==> config.mk <==
export PLATFORM = sky130hd
export DESIGN_NAME = spq_cell
export DESIGN_NICKNAME = d
export VERILOG_FILES = /design/src/sv/spq_pkg.sv /design/src/sv/spq_cell.sv
export SDC_FILE = /design/constraint.sdc
export NUM_CORES = 1
export LEC_CHECK = 0
export ABC_AREA = 1
export BUFFER_PORTS_ARGS = -buffer_cell sky130_fd_sc_hd__buf_2
export CAP_MARGIN = 20
export CORE_AREA = 2 2 127 129
export DETAILED_ROUTE_END_ITERATION = 8
export DIE_AREA = 0 0 129 131
export PLACE_DENSITY = 0.7
export RECOVER_POWER = 50
export SLEW_MARGIN = 10
export SYNTH_ARGS = -nofsm -noshare
export SYNTH_HDL_FRONTEND = slang
export SYNTH_SLANG_ARGS = --single-unit
==> constraint.sdc <==
create_clock -name clk -period 3.8 [get_ports clk]
set_clock_uncertainty 0.05 [all_clocks]
set_input_delay 0.19 -clock clk [delete_from_list [all_inputs] [get_ports clk]]
set_output_delay 0.19 -clock clk [all_outputs]
set_load 0.05 [all_outputs]
==> src/sv/spq_pkg.sv <==
// Shared types, sizes and codes for the sorted priority queue.
package spq_pkg;

  // Number of entries held in the cell row.
  localparam int CAPACITY = 64;
  // Width of the fill count, able to hold CAPACITY itself.
  localparam int CNT_W = $clog2(CAPACITY + 1);

  // Operation codes carried on the input side.
  localparam logic OP_PUSH = 1'b0;
  localparam logic OP_POP  = 1'b1;

  // Result status codes.
  localparam logic [1:0] ST_DONE      = 2'd0;
  localparam logic [1:0] ST_POP_EMPTY = 2'd1;
  localparam logic [1:0] ST_PUSH_FULL = 2'd2;

  // One stored entry: a two's complement priority and a value.
  typedef struct packed {
    logic [31:0] prio;
    logic [31:0] value;
  } entry_t;

  // Per-cycle command broadcast to every cell.
  typedef struct packed {
    logic push;
    logic pop;
  } cell_ctrl_t;

endpackage

==> src/sv/spq_cell.sv <==
// One cell of the sorted row: holds an entry and shifts toward either neighbor.
module spq_cell (
  input  logic               clk,
  input  spq_pkg::cell_ctrl_t ctrl,
  input  spq_pkg::entry_t    new_entry,
  input  logic               occ,
  input  logic               prev_keep,
  input  spq_pkg::entry_t    prev_entry,
  input  spq_pkg::entry_t    next_entry,
  output logic               keep,
  output spq_pkg::entry_t    entry,
  output spq_pkg::entry_t    entry_next
);

  // Keep the entry on a push when it is held and ranks at or above the new one.
  assign keep = occ && ($signed(entry.prio) >= $signed(new_entry.prio));

  // Pick the next content: hold, take the new item, or shift from a neighbor.
  always_comb begin
    entry_next = entry;
    if (ctrl.push) begin
      if (keep) begin
        entry_next = entry;
      end else if (prev_keep) begin
        entry_next = new_entry;
      end else begin
        entry_next = prev_entry;
      end
    end else if (ctrl.pop) begin
      entry_next = next_entry;
    end
  end

  always_ff @(posedge clk) begin
    entry <= entry_next;
  end

endmodule

-- After elaboration in Yosys (flattened, before gate mapping)
Cells that the tools add are included.
- reductions and logical operators: 1
- muxes and demuxes: 4
- order comparisons: 1
- operator list (cell ; number):
    64-bit two-way mux ; 4
    32-bit greater-or-equal comparator ; 1
    1-bit logical AND ; 1
- word-level logic and storage cells: 8
- output and inout bits: 129
- register bits after elaboration: 64
- bits of input ports: 197

-- Depth between registers and ports, before layout
- depth after elaboration: 4
- depth in mapped cells: 19
- depth with buffers taken out: 17

-- Least setup slack after synthesis
No wires, ideal clock.
- kind: reg-to-reg
- start point: reg entry[63] (netlist bit)
- end point: reg entry[62] (netlist bit)
- path slack: 1.101 ns
- required time: 3.490 ns
- buffers on the path: 2
- stages on the path, launching flop included: 16
- clock period less this slack: 2.699 ns
- setup time: 0.260 ns
- data arrival time: 2.390 ns
- cell sequence: dfxtp_1 -> ha_1 -> nand2_1 -> nor2_2 -> nand2_1 -> nor2_1 -> a21oi_1 -> nand3_1 -> nand2_1 -> nand3_2 -> nand2_2 -> buf_6 -> buf_6 -> nand2_1 -> nand3_1 -> nand2_1
- RTL lines (element ; RTL line ; source):
    from (decl) ; spq_cell.sv:11 ; output spq_pkg::entry_t entry,
    from (signal assigned) ; spq_cell.sv:35 ; entry <= entry_next;

==> metrics.md <==
| Metric | Value |
|---|---|
| Slew @ Worst Pin | `between 0.8 and 0.9 ns` |
| Peak supply drop | `0.000260 V` |
| Die height | `131 um` |
| GP Congestion | `0.847` |
| Port Buffer Count | `325` |
| Worst Hold End | `entry[35]` |
| Worst reg-to-reg path cell count | `13` |
| Hold WC Path Type | `in2reg` |
| Tcrit/Tclk final | `between 80% and 90%` |
| CTS resizes | `0` |
| Crit. End Element | `primary output` |
| CP cell instances | `ha_1, nand2_1, nor2_2, nand2_1, nor3_2, nand2_1, nand3_1, nand2_1, nand3_2, nand2_2, buf_12, nand2_1, nand3_1, nand2_1, buf_2` |
| FF-to-FF End | `entry[33]` |
| Nets | `1,336` |
| Most frequent cell after synthesis | `nand2_1` |
| Critical path fanouts, max | `38` |
| Site Rows | `46` |
| Clk sink count | `64` |
| DR vias/cell | `4.73` |
| CTS Buf Count | `9` |
| CP Data Required Time | `~3.6 ns` |
| Final hold viol count | `0` |
| Syn Std Cell Area | `slightly above 5000 sq um` |
| Crit path top cell by count | `nand2_1` |
| Fmax | `293 MHz` |
| CTS Buffer Depth | `2` |
| FILL cells | `1,727` |
| Max Slew Vio Count | `0` |
| WHS Path Cells | `3` |
| Register area | `about 1300 sq um` |
| Largest Register | `entry` |
| Layout cells sized above 1 | `25.7%` |
| Die W | `129 um` |
| Synth Register Bits | `64` |
| Sequential area share after synthesis | `between 20% and 30%` |
| Reg2Reg Setup Slack | `1.05 ns` |
| First-pass GRT wire length | `27,800 um` |
| Grt ovf | `0` |
| Worst Path Buf+Inv | `2` |
| Pwr/cell area | `approximately 520 nW/um^2` |
| Slew margin rel. | `46.7%` |
| DRC violations left | `0` |
| Synth-to-layout area growth | `37.2%` |
| Slowest-stage cell, CP | `nand2_2` |
| Die area | `16,900 sq um` |
| Leading area contributor after synthesis | `dfxtp_1` |
| Initial detailed-routing violation count | `255` |
| Wire per inst | `between 10 and 15 um` |
| Dominant cells by area after synthesis | `dfxtp_1 (25%), nand2_1 (15%), nand3_1 (13%)` |
| Finished Layout Cells | `roughly 1,300` |
| Minimum clock period | `3.42 ns` |
| Post-Synthesis Cells | `825` |
| DP HPWL | `13,900 um` |
| MaxCap Viol Count | `0` |
| Synth cell count leaders | `nand2_1 (204), nand3_1 (132), inv_1 (110)` |
| Avg Inst Size Synth | `a little over 6 sq um` |
| Vias in the first global route | `5,629` |
| Hold_sp | `next_entry[35]` |
| All-layer global routing usage | `roughly a fifth` |
| Yosys warns | `0` |
| Cells after DPL | `approximately 1,300` |
| Core area | `15,600 sq um` |
| DR vias | `6,284` |
| Area of the multi-input gates | `slightly above 3000 sq um` |
| Unrepaired setup endpoints after global routing | `no` |
| Status | `complete, no violations` |
| R2r startpoint | `entry[63]` |
| Pleak | `3.97 nW` |
| Clk Tree Root Cell | `clkbuf_16` |
| Share of the synthesized area in the top cell type | `between 20 and 30%` |
| Routed Antenna Nets | `0` |
| Post-CTS Setup Inserts | `0` |
| Initial Util | `approximately 33%` |
| CP top delay family | `simple AND/OR/NAND/NOR gates` |
| Critical path startpoint category | `flop` |
| Ys flop type | `dfxtp_1` |
| Post-synth EDFFs | `0` |
| Synth unique cells | `21` |
| Clock Latency Late Sink | `0.33 ns` |
| CTS Hold Bufs | `0` |
| Max incr delay on CP | `around 0.36 ns` |
| Max reg flops | `64` |
| Clk pin slew, worst setup/hold paths | `around 0.060 ns` |
| Final TNS setup | `0 ns` |
| WS Path Type | `reg2out` |
| Post-Route WL | `18,300 um` |
| Antenna violations before repair | `1` |
| I/O pins | `326` |
| Post-synth net total | `1,054` |
| Async set-or-reset flop fraction in the synthesized netlist | `0%` |
| H-tree depth | `3` |
| Largest net degree at the start of global routing | `76` |
| Top Registers | `entry: 64 flops` |
| Final setup violating endpoints | `0` |
| Crit path DAT | `3.18 ns` |
| DR pass1 iterations | `8` |
| CTS tree | `yes` |
==> worst max path at each step <==
stage                     slack (ns)          start  cells after the start             end
after floorplan                 1.10      entry[63]                     15       entry[62]
after global placement          0.78  new_entry[63]                     17  entry_next[33]
after detailed placement        0.68  new_entry[63]                     17  entry_next[33]
after CTS                       0.32      entry[63]                     15  entry_next[33]
after global routing            0.04      entry[63]                     15  entry_next[33]
final                           0.38      entry[63]                     15  entry_next[33]
==> cell type report <==
| class | instances | area share [%] |
|---|---|---|
| Antenna cell | 2 | 0.0713 |
| Clock buffer | 12 | 3.51 |
| Clock inverter | 3 | 0.606 |
| Inverter | 110 | 5.90 |
| Multi-Input combinational cell | 591 | 44.4 |
| Sequential cell | 64 | 18.2 |
| Tap cell | 216 | 3.85 |
| Timing Repair Buffer | 331 | 23.4 |
==> routing by layer <==
layer	part of all wire [%]	up-vias	GRT usage, %
met3	7.2	27	5.99
met1	42	2753	24.2
met5	0	-	0
met4	2.1	0	6.65
li1	-	3265	-
met2	49	239	36.9
==> logic make-up (layout without fill, tap and decap cells) <==
group / Yosys count / count (layout) / synth area share [%]
simple gates: 353 / 353 / 29.5
buf+inv: 170 / 456 / 14.1
fa+ha+maj: 32 / 32 / 7.82
mux: 33 / 33 / 6.45
compound gates: 173 / 173 / 17.1
flops: 64 / 64 / 25.0
other cells: 0 / 2 / 0
==> worst reg2reg max path, delay by kind of cell (launching register included) <==
family	cells	cell delay (ns)
adder cells (fa/ha/maj)	1	0.34
buffers and inverters	1	0.28
flip-flops	1	0.32
AND/OR/NAND/NOR	11	1.62
==> where the power goes <==
group	total, mW	switching (mW)	internal (mW)
logic	1.94	1.48	0.457
clock network	0.834	0.313	0.522
registers	0.874	0.0831	0.791
==> metrics by stage <==
stage          cell area (sq um)  setup slack, ns  utilization [%]  hold slack (ns)  power, mW
4_1_cts                     7100            0.324             45.5           0.0174       3.71
2_1_floorplan               5120             1.10                -            0.587       2.39
6_report                    7020            0.382             45.0           0.0343       3.65
3_5_place_dp                6810            0.684             43.7            0.376       2.86
5_1_grt                     7020           0.0391             45.0           0.0321       3.87
3_3_place_gp                6810            0.779             43.7            0.373       2.85
==> layout by cell type (no fill, tap or decap), types with 4 or more instances in the layout <==
| cell type | netlist | layout |
|---|---|---|
| a21oi_1 | 74 | 74 |
| buf_12 | 0 | 4 |
| buf_2 | 6 | 259 |
| buf_4 | 6 | 4 |
| clkbuf_1 | 36 | 66 |
| clkbuf_16 | 0 | 9 |
| dfxtp_1 | 64 | 64 |
| ha_1 | 32 | 32 |
| inv_1 | 110 | 109 |
| mux2i_1 | 33 | 33 |
| nand2_1 | 204 | 204 |
| nand3_1 | 132 | 132 |
| nor2_1 | 12 | 12 |
| o21ai_0 | 95 | 95 |
No activity file was read; power rests on OpenSTA's default activity.
